### config.mk
export PLATFORM = sky130hd
export DESIGN_NAME = stack_machine_arithmetic_core
export DESIGN_NICKNAME = d
export VERILOG_FILES = /design/src/rtl/smac_pkg.sv /design/src/rtl/smac_ram.sv /design/src/rtl/smac_div.sv /design/src/rtl/stack_machine_arithmetic_core.sv
export SDC_FILE = /design/constraint.sdc
export NUM_CORES = 2
export LEC_CHECK = 0
export ABC_CLOCK_PERIOD_IN_PS = 21500
export BUFFER_PORTS_ARGS = -buffer_cell sky130_fd_sc_hd__buf_2
export CAP_MARGIN = 10
export CORE_ASPECT_RATIO = 0.7
export CORE_UTILIZATION = 60
export DETAILED_ROUTE_END_ITERATION = 12
export GPL_TIMING_DRIVEN = 0
export PLACE_DENSITY = 0.76
export SETUP_SLACK_MARGIN = 0.4
export SYNTH_ARGS = -nofsm -noshare
export SYNTH_HDL_FRONTEND = slang
export SYNTH_SLANG_ARGS = --single-unit
### constraint.sdc
create_clock -name clock -period 21.5 [get_ports clock]
set_input_delay 3.225 -clock clock [delete_from_list [all_inputs] [get_ports clock]]
set_output_delay 3.225 -clock clock [all_outputs]
set_load 0.01 [all_outputs]
### src/rtl/smac_pkg.sv
// Shared types and constants for the stack machine arithmetic core.
`default_nettype none
package smac_pkg;

   localparam int DATA_W = 32;
   localparam int OPC_W = 3;
   localparam int STATUS_W = 2;
   localparam int COUNT_W = 7;
   localparam int DEFAULT_STACK_DEPTH = 64;

   // instruction codes
   localparam logic [OPC_W-1:0] OP_PUSH = 3'd0;
   localparam logic [OPC_W-1:0] OP_ADD = 3'd1;
   localparam logic [OPC_W-1:0] OP_SUB = 3'd2;
   localparam logic [OPC_W-1:0] OP_DIV = 3'd3;
   localparam logic [OPC_W-1:0] OP_MUL = 3'd4;
   localparam logic [OPC_W-1:0] OP_MOD = 3'd5;

   // status codes
   localparam logic [STATUS_W-1:0] ST_OK = 2'd0;
   localparam logic [STATUS_W-1:0] ST_SHORT = 2'd1;
   localparam logic [STATUS_W-1:0] ST_DIVZERO = 2'd2;
   localparam logic [STATUS_W-1:0] ST_FULL = 2'd3;

   typedef struct packed {
      logic [OPC_W-1:0] opcode;
      logic signed [DATA_W-1:0] push_value;
   } req_type;

   typedef struct packed {
      logic [STATUS_W-1:0] status;
      logic signed [DATA_W-1:0] top_value;
      logic [COUNT_W-1:0] stack_count;
   } rsp_type;

   typedef struct packed {
      logic [DATA_W-1:0] quotient;
      logic [DATA_W-1:0] remainder;
   } div_result_type;

endpackage
`default_nettype wire

### src/rtl/smac_ram.sv
// Generic single-write, single-read RAM with registered read data.
`default_nettype none
module smac_ram #(
   parameter int WIDTH = 32,
   parameter int DEPTH = 64
) (
   input wire logic clock,
   input wire logic wr_en,
   input wire logic [$clog2(DEPTH)-1:0] wr_addr,
   input wire logic [WIDTH-1:0] wr_data,
   input wire logic rd_en,
   input wire logic [$clog2(DEPTH)-1:0] rd_addr,
   output logic [WIDTH-1:0] rd_data
);

   logic [WIDTH-1:0] mem_ff [DEPTH];
   logic [WIDTH-1:0] rd_data_ff;

   always_ff @(posedge clock) begin
      if (wr_en) begin
         mem_ff[wr_addr] <= wr_data;
      end
      if (rd_en) begin
         rd_data_ff <= mem_ff[rd_addr];
      end
   end

   assign rd_data = rd_data_ff;

endmodule
`default_nettype wire

### src/rtl/smac_div.sv
// Iterative signed 32-bit divider, one quotient bit per cycle, truncating.
`default_nettype none
module smac_div (
   input wire logic clock,
   input wire logic reset,
   input wire logic start,
   input wire logic [smac_pkg::DATA_W-1:0] dividend,
   input wire logic [smac_pkg::DATA_W-1:0] divisor,
   output logic done,
   output smac_pkg::div_result_type result
);
   import smac_pkg::*;

   localparam int STEP_W = $clog2(DATA_W);

   logic busy_ff, busy_in;
   logic done_ff, done_in;
   logic [STEP_W-1:0] step_ff, step_in;
   logic [DATA_W-1:0] quo_ff, quo_in;
   logic [DATA_W-1:0] rem_ff, rem_in;
   logic [DATA_W-1:0] dvs_ff, dvs_in;
   logic neg_q_ff, neg_q_in;
   logic neg_r_ff, neg_r_in;
   logic [DATA_W:0] trial;

   // partial remainder shifted left with the next dividend bit, minus divisor
   assign trial = {rem_ff, quo_ff[DATA_W-1]} - {1'b0, dvs_ff};

   always_comb begin
      busy_in = busy_ff;
      done_in = 1'b0;
      step_in = step_ff;
      quo_in = quo_ff;
      rem_in = rem_ff;
      dvs_in = dvs_ff;
      neg_q_in = neg_q_ff;
      neg_r_in = neg_r_ff;
      if (start) begin
         busy_in = 1'b1;
         step_in = '0;
         quo_in = dividend[DATA_W-1] ? -dividend : dividend;
         dvs_in = divisor[DATA_W-1] ? -divisor : divisor;
         rem_in = '0;
         neg_q_in = dividend[DATA_W-1] ^ divisor[DATA_W-1];
         neg_r_in = dividend[DATA_W-1];
      end else if (busy_ff) begin
         if (!trial[DATA_W]) begin
            rem_in = trial[DATA_W-1:0];
            quo_in = {quo_ff[DATA_W-2:0], 1'b1};
         end else begin
            rem_in = {rem_ff[DATA_W-2:0], quo_ff[DATA_W-1]};
            quo_in = {quo_ff[DATA_W-2:0], 1'b0};
         end
         step_in = step_ff + 1'b1;
         if (step_ff == STEP_W'(DATA_W - 1)) begin
            busy_in = 1'b0;
            done_in = 1'b1;
         end
      end
   end

   always_ff @(posedge clock) begin
      if (reset) begin
         busy_ff <= 1'b0;
         done_ff <= 1'b0;
      end else begin
         busy_ff <= busy_in;
         done_ff <= done_in;
      end
      step_ff <= step_in;
      quo_ff <= quo_in;
      rem_ff <= rem_in;
      dvs_ff <= dvs_in;
      neg_q_ff <= neg_q_in;
      neg_r_ff <= neg_r_in;
   end

   assign done = done_ff;
   assign result.quotient = neg_q_ff ? -quo_ff : quo_ff;
   assign result.remainder = neg_r_ff ? -rem_ff : rem_ff;

endmodule
`default_nettype wire

### src/rtl/stack_machine_arithmetic_core.sv
// Stack machine arithmetic core: bounded stack of 32-bit words with push and ALU ops.
// Sequence after accept: push, errors and unused opcodes go from idle to response;
//   add, sub, mul pass fetch and write-back; div, mod also run the 32-step divider.
// Throughput: one instruction at a time; the next beat is taken once the result has
//   moved into the output register. The iterative divider sets the worst case.
// Reset: synchronous, active high; clears entry count, sequencer and output valid.
//   Stack RAM contents are not cleared; only entries below the count are ever read.
`default_nettype none
module stack_machine_arithmetic_core #(
   parameter int STACK_DEPTH = smac_pkg::DEFAULT_STACK_DEPTH
) (
   input wire logic clock,
   input wire logic reset,
   input wire logic req_valid,
   output logic req_stall,
   input wire smac_pkg::req_type req_data,
   output logic rsp_valid,
   input wire logic rsp_stall,
   output smac_pkg::rsp_type rsp_data
);
   import smac_pkg::*;

   localparam int CNT_W = $clog2(STACK_DEPTH + 1);
   localparam int ADDR_W = $clog2(STACK_DEPTH);

   // sequencer states
   localparam logic [2:0] S_IDLE = 3'd0;  // waiting for an instruction beat
   localparam logic [2:0] S_FETCH = 3'd1; // second operand arrives from RAM
   localparam logic [2:0] S_DIV = 3'd2;   // divider running
   localparam logic [2:0] S_WB = 3'd3;    // write result back, pop
   localparam logic [2:0] S_RESP = 3'd4;  // hand result to output register

   logic [2:0] state_ff, state_in;
   logic [CNT_W-1:0] count_ff, count_in;
   logic [DATA_W-1:0] top_ff, top_in;     // cached copy of RAM[count-1]
   logic [DATA_W-1:0] res_ff, res_in;
   logic [OPC_W-1:0] op_ff, op_in;
   logic [STATUS_W-1:0] status_ff, status_in;
   logic rsp_valid_ff, rsp_valid_in;
   rsp_type rsp_data_ff, rsp_data_in;

   logic req_accept;
   logic out_free;
   logic is_div_op;
   logic ram_wr_en;
   logic [ADDR_W-1:0] ram_wr_addr;
   logic [DATA_W-1:0] ram_wr_data;
   logic ram_rd_en;
   logic [DATA_W-1:0] second;
   logic div_start;
   logic div_done;
   div_result_type div_res;
   logic [ADDR_W-1:0] second_addr;

   assign req_stall = (state_ff != S_IDLE);
   assign req_accept = req_valid && !req_stall;
   assign out_free = !rsp_valid_ff || !rsp_stall;
   assign is_div_op = (req_data.opcode == OP_DIV) || (req_data.opcode == OP_MOD);
   assign second_addr = ADDR_W'(count_ff - CNT_W'(2));

   smac_ram #(
      .WIDTH(DATA_W),
      .DEPTH(STACK_DEPTH)
   ) u_stack_ram (
      .clock(clock),
      .wr_en(ram_wr_en),
      .wr_addr(ram_wr_addr),
      .wr_data(ram_wr_data),
      .rd_en(ram_rd_en),
      .rd_addr(second_addr),
      .rd_data(second)
   );

   smac_div u_div (
      .clock(clock),
      .reset(reset),
      .start(div_start),
      .dividend(second),
      .divisor(top_ff),
      .done(div_done),
      .result(div_res)
   );

   always_comb begin
      state_in = state_ff;
      count_in = count_ff;
      top_in = top_ff;
      res_in = res_ff;
      op_in = op_ff;
      status_in = status_ff;
      rsp_valid_in = rsp_valid_ff;
      rsp_data_in = rsp_data_ff;
      ram_wr_en = 1'b0;
      ram_wr_addr = second_addr;
      ram_wr_data = res_ff;
      ram_rd_en = 1'b0;
      div_start = 1'b0;

      // output register drains independently of the sequencer
      if (rsp_valid_ff && !rsp_stall) begin
         rsp_valid_in = 1'b0;
      end

      case (state_ff)
         S_IDLE: begin
            if (req_accept) begin
               op_in = req_data.opcode;
               status_in = ST_OK;
               state_in = S_RESP;
               if (req_data.opcode == OP_PUSH) begin
                  if (count_ff == CNT_W'(STACK_DEPTH)) begin
                     status_in = ST_FULL;
                  end else begin
                     ram_wr_en = 1'b1;
                     ram_wr_addr = ADDR_W'(count_ff);
                     ram_wr_data = req_data.push_value;
                     top_in = req_data.push_value;
                     count_in = count_ff + 1'b1;
                  end
               end else if (req_data.opcode <= OP_MOD) begin
                  if (count_ff < CNT_W'(2)) begin
                     status_in = ST_SHORT;
                  end else if (is_div_op && (top_ff == '0)) begin
                     status_in = ST_DIVZERO;
                  end else begin
                     ram_rd_en = 1'b1;
                     state_in = S_FETCH;
                  end
               end
            end
         end
         S_FETCH: begin
            case (op_ff)
               OP_ADD: begin
                  res_in = second + top_ff;
                  state_in = S_WB;
               end
               OP_SUB: begin
                  res_in = second - top_ff;
                  state_in = S_WB;
               end
               OP_MUL: begin
                  // low word of the product is sign-agnostic
                  res_in = second * top_ff;
                  state_in = S_WB;
               end
               default: begin
                  div_start = 1'b1;
                  state_in = S_DIV;
               end
            endcase
         end
         S_DIV: begin
            if (div_done) begin
               res_in = (op_ff == OP_DIV) ? div_res.quotient : div_res.remainder;
               state_in = S_WB;
            end
         end
         S_WB: begin
            ram_wr_en = 1'b1;
            top_in = res_ff;
            count_in = count_ff - 1'b1;
            state_in = S_RESP;
         end
         S_RESP: begin
            if (out_free) begin
               rsp_valid_in = 1'b1;
               rsp_data_in.status = status_ff;
               rsp_data_in.top_value = (count_ff != '0) ? top_ff : '0;
               rsp_data_in.stack_count = COUNT_W'(count_ff);
               state_in = S_IDLE;
            end
         end
         default: begin
            state_in = S_IDLE;
         end
      endcase
   end

   always_ff @(posedge clock) begin
      if (reset) begin
         state_ff <= S_IDLE;
         count_ff <= '0;
         rsp_valid_ff <= 1'b0;
      end else begin
         state_ff <= state_in;
         count_ff <= count_in;
         rsp_valid_ff <= rsp_valid_in;
      end
      top_ff <= top_in;
      res_ff <= res_in;
      op_ff <= op_in;
      status_ff <= status_in;
      rsp_data_ff <= rsp_data_in;
   end

   assign rsp_valid = rsp_valid_ff;
   assign rsp_data = rsp_data_ff;

endmodule
`default_nettype wire
==> impl_results.html <==
<table>
<tr><th>Metric</th><th>Value</th></tr>
<tr><th colspan="2">Run status</th></tr>
<tr><td>Outcome</td><td>complete, but fails checks</td></tr>
<tr><td>Violated checks</td><td>max-capacitance violations, max-slew violations</td></tr>
<tr><th colspan="2">Clocking</th></tr>
<tr><td>H-tree levels</td><td>4</td></tr>
<tr><td>TritonCTS Buffers</td><td>~200</td></tr>
<tr><td>Clock Latency Late Sink</td><td>870 ps</td></tr>
<tr><td>Maximum buffer depth of the clock tree</td><td>3</td></tr>
<tr><td>Library cell used as clock root buffer</td><td>sky130_fd_sc_hd__clkbuf_16</td></tr>
<tr><td>Clock Sink Count</td><td>between 2,000 and 2,500</td></tr>
<tr><td>TritonCTS clock tree</td><td>built</td></tr>
<tr><td>Buffer count from post-CTS setup fixing</td><td>0</td></tr>
<tr><td>Cts repair resizes</td><td>0</td></tr>
<tr><td>Hold-fix buffers at CTS</td><td>0</td></tr>
<tr><td>Clock-pin slew reported for the worst setup and hold paths after clock tree synthesis</td><td>70 ps</td></tr>
<tr><th colspan="2">Yosys</th></tr>
<tr><td>Most instantiated flip-flop cell in the synthesis netlist</td><td>sky130_fd_sc_hd__edfxtp_1</td></tr>
<tr><td>Total of flip-flops plus latches after synthesis</td><td>between 2,000 and 2,500</td></tr>
<tr><td>Portion of synthesized cell area occupied by the leading cell type</td><td>between 60% and 70%</td></tr>
<tr><td>Mean cell area of the mapped netlist</td><td>16.77 µm²</td></tr>
<tr><td>Top post-synthesis cells by count</td><td>2,256 x sky130_fd_sc_hd__edfxtp_1, 664 x sky130_fd_sc_hd__mux4_2, 516 x sky130_fd_sc_hd__nand2_1, 438 x sky130_fd_sc_hd__inv_1, 411 x sky130_fd_sc_hd__fa_1</td></tr>
<tr><td>Dominant cell by count in the synthesized netlist</td><td>sky130_fd_sc_hd__edfxtp_1</td></tr>
<tr><td>Cell type with the highest aggregate area in the netlist</td><td>sky130_fd_sc_hd__edfxtp_1</td></tr>
<tr><td>Area contributors post-synth</td><td>sky130_fd_sc_hd__edfxtp_1 61%, sky130_fd_sc_hd__mux4_2 14%, sky130_fd_sc_hd__fa_1 7.4%</td></tr>
<tr><td>Post-synthesis sequential area ratio</td><td>between 60% and 70%</td></tr>
<tr><td>Syn Std Cell Area</td><td>0.1106 mm²</td></tr>
<tr><td>Yosys warns</td><td>0</td></tr>
<tr><td>Net count of the mapped netlist</td><td>7,243</td></tr>
<tr><td>Synthesized instance count</td><td>roughly 6,600</td></tr>
<tr><td>Fraction of synthesis flops using an asynchronous set or reset pin</td><td>0%</td></tr>
<tr><td>Library cells used by synthesis</td><td>76</td></tr>
<tr><td>Number of enable flip-flop cells after synthesis</td><td>between 2,000 and 2,500</td></tr>
<tr><th colspan="2">Timing</th></tr>
<tr><td>Final period demand of the worst path</td><td>10,470 ps</td></tr>
<tr><td>Max Freq</td><td>approximately 0.096 GHz</td></tr>
<tr><td>Slew at the pin closest to its max-slew limit</td><td>between 1500 and 2000 ps</td></tr>
<tr><td>Largest clock skew in the final design</td><td>around 44 ps</td></tr>
<tr><td>Hold slack final</td><td>between 400 and 500 ps</td></tr>
<tr><td>Setup repair after global routing missed its margin</td><td>false</td></tr>
<tr><td>Final setup vio count</td><td>0</td></tr>
<tr><td>Max Transition Viols Final</td><td>10</td></tr>
<tr><td>Sum Neg Setup Slack</td><td>0 ps</td></tr>
<tr><td>Final period utilization</td><td>between 40% and 50%</td></tr>
<tr><td>Max-slew headroom at the worst pin</td><td>-0.1890%</td></tr>
<tr><td>Number of hold violations in the final report</td><td>0</td></tr>
<tr><th colspan="2">Setup path</th></tr>
<tr><td>Arrival time at the worst endpoint</td><td>11,030 ps</td></tr>
<tr><td>Buf/Inv on CP</td><td>6</td></tr>
<tr><td>Crit Path Max Fanout</td><td>10</td></tr>
<tr><td>Setup crit end kind</td><td>flip-flop</td></tr>
<tr><td>Count of cell instances traversed by the critical path</td><td>26</td></tr>
<tr><td>Worst path required time</td><td>around 22,000 ps</td></tr>
<tr><td>Cell depth of the worst flop-to-flop path</td><td>26</td></tr>
<tr><td>Largest stage delay on the critical path</td><td>990 ps</td></tr>
<tr><td>CP max stage cell</td><td>sky130_fd_sc_hd__clkbuf_1</td></tr>
<tr><td>CP delay by family, top</td><td>adder cells</td></tr>
<tr><td>Startpoint type of the worst setup path</td><td>flip-flop</td></tr>
<tr><td>Crit Path Category</td><td>reg2reg</td></tr>
<tr><td>CP dominant cell by count</td><td>sky130_fd_sc_hd__fa_1</td></tr>
<tr><th colspan="2">Min path</th></tr>
<tr><td>Worst hold path stage count</td><td>0</td></tr>
<tr><td>Type of the tightest min-delay check</td><td>reg2reg</td></tr>
<tr><th colspan="2">Route</th></tr>
<tr><td>Total routed wirelength</td><td>roughly 370,000 µm</td></tr>
<tr><td>TritonRoute pass-1 iters</td><td>7</td></tr>
<tr><td>1st-iter DRT viols</td><td>approximately 12,000</td></tr>
<tr><td>DRC violations left</td><td>0</td></tr>
<tr><td>Average routed wire per standard cell</td><td>roughly 38 µm</td></tr>
<tr><td>Ratio of routed vias to standard cells</td><td>approximately 7</td></tr>
<tr><td>Remaining antenna violation count</td><td>0</td></tr>
<tr><td>Via Count</td><td>between 60,000 and 70,000</td></tr>
<tr><th colspan="2">Floorplan</th></tr>
<tr><td>Core area</td><td>around 0.18 mm²</td></tr>
<tr><td>Count of boundary I/O pins</td><td>between 80 and 90</td></tr>
<tr><td>Count of standard-cell rows</td><td>~130</td></tr>
<tr><td>Die Height</td><td>between 300 and 400 µm</td></tr>
<tr><td>Die area</td><td>between 0.15 and 0.2 mm²</td></tr>
<tr><td>Die Wd</td><td>about 520 µm</td></tr>
<tr><td>Starting utilization of the core area</td><td>60.57%</td></tr>
<tr><th colspan="2">Finish</th></tr>
<tr><td>Number of nets in the layout</td><td>approximately 7,700</td></tr>
<tr><td>Fraction of layout instances using a drive strength above 1</td><td>between 10% and 20%</td></tr>
<tr><td>Post-synthesis to final-layout area growth</td><td>12.12%</td></tr>
<tr><th colspan="2">Placed design</th></tr>
<tr><td>Number of buffers added on ports</td><td>81</td></tr>
<tr><td>Final weighted congestion in routability-driven placement</td><td>roughly 1.1</td></tr>
<tr><td>Dpl hpwl</td><td>253,600 µm</td></tr>
<tr><th colspan="2">GRT</th></tr>
<tr><td>Overflow after GRT</td><td>0</td></tr>
<tr><td>Number of antenna violations at the first check in global routing</td><td>45</td></tr>
<tr><td>Total GRT Usage</td><td>about two fifths</td></tr>
<tr><td>Wire length of the first global-routing pass</td><td>~500,000 µm</td></tr>
<tr><td>Largest net degree at the start of global routing</td><td>65</td></tr>
<tr><td>Number of global-route vias before repair</td><td>between 60,000 and 70,000</td></tr>
<tr><th colspan="2">Flow run</th></tr>
<tr><td>Maximum Capacitance Violations</td><td>2</td></tr>
</table>
==> sequential cells by signal (all words and copies together), names as in the netlist <==
register and flops:
count_ff 7, op_ff 3, res_ff 32, rsp_data 41
rsp_valid 1, state_ff 3, status_ff 2, top_ff 32
u_div.busy_ff 1, u_div.done 1, u_div.dvs_ff 32, u_div.neg_q_ff 1
u_div.neg_r_ff 1, u_div.quo_ff 32, u_div.rem_ff 32, u_div.step_ff 5
u_stack_ram.mem_ff 2048, u_stack_ram.rd_data 32
==> layout by cell type (no fill, tap or decap), drive strengths merged, types with 101 or more instances in the layout <==
master	n
a21oi	130
nand2	516
clkinv	101
nor2	189
edfxtp	2256
xnor2	178
and2	320
mux4	664
buf	291
inv	445
ha	199
xor2	118
fa	411
o21ai	183
clkbuf	531
==> per-stage QoR <==
stage               area (µm²)  util [%]  std cells  worst slack (ps)
finish                  124000     67.91       9683             11030
global route            123900     67.87       9656             11240
CTS                     123300     67.55       9622             11680
detailed placement      116700     63.90       9245             11710
global placement        114100     62.48       9135              7600
floorplan               110600         -       6594             13220
==> worst register-to-register path: cells and delay by family (launching register included) <==
| family | cells | cell delay (ps) |
|---|---|---|
| AOI/OAI and AO/OA | 8 | 2880 |
| DFF | 1 | 550 |
| and+or+nand+nor | 2 | 520 |
| adders and majority gates | 9 | 3590 |
| xor gates and xnor gates | 1 | 760 |
| buffers and inverters | 6 | 1870 |
==> routing by layer <==
layer  vias to the layer above  wire length [µm]  GRT usage (%)
met5                         -               322              0
met2                      6221            151400          53.20
met4                        40             15810          14.35
met1                     34816            134100          56.53
li1                      25800                 -              -
met3                       965             69730          20.94
==> path summary, 6_finish.rpt <==
path | to | startpoint | slack, ps
worst max-delay path | res_ff[30]$_DFFE_PP_ | u_stack_ram.rd_data[5]$_DFFE_PP_ | 11030
worst min-delay path | rsp_data[40]$_DFFE_PP_ | status_ff[1]$_DFFE_PP_ | 430
worst max register to register | res_ff[30]$_DFFE_PP_ | u_stack_ram.rd_data[5]$_DFFE_PP_ | 11030
worst min register to register | rsp_data[40]$_DFFE_PP_ | status_ff[1]$_DFFE_PP_ | 430
==> kinds of logic (layout without fill, tap and decap cells) <==
logic type	after synthesis	count (layout)	share of synthesized area [%]
fa+ha+maj	611	611	9.700
xor+xnor	296	296	2.344
mux	733	733	14.18
other cells	0	28	0
compound gates	577	577	3.275
buf+inv	800	1401	2.733
simple gates	1271	1271	5.601
flops	2306	2306	62.16
==> cell type report <==
| class | count | area [µm²] |
|---|---|---|
| plain buffers | 361 | 1383 |
| inverters | 439 | 1648 |
| flip-flops and latches | 2306 | 68750 |
| well taps | 2460 | 3078 |
| clock inverters | 140 | 1420 |
| repair buffers | 224 | 3070 |
| fillers | 11792 | 58590 |
| diodes | 28 | 70.07 |
| clock buffers | 237 | 5239 |
| multi-input cells | 3488 | 39350 |
Power is left out: the tool's default activity adds up to more than one toggle a clock period on the data nets, which glitch-free logic cannot reach.
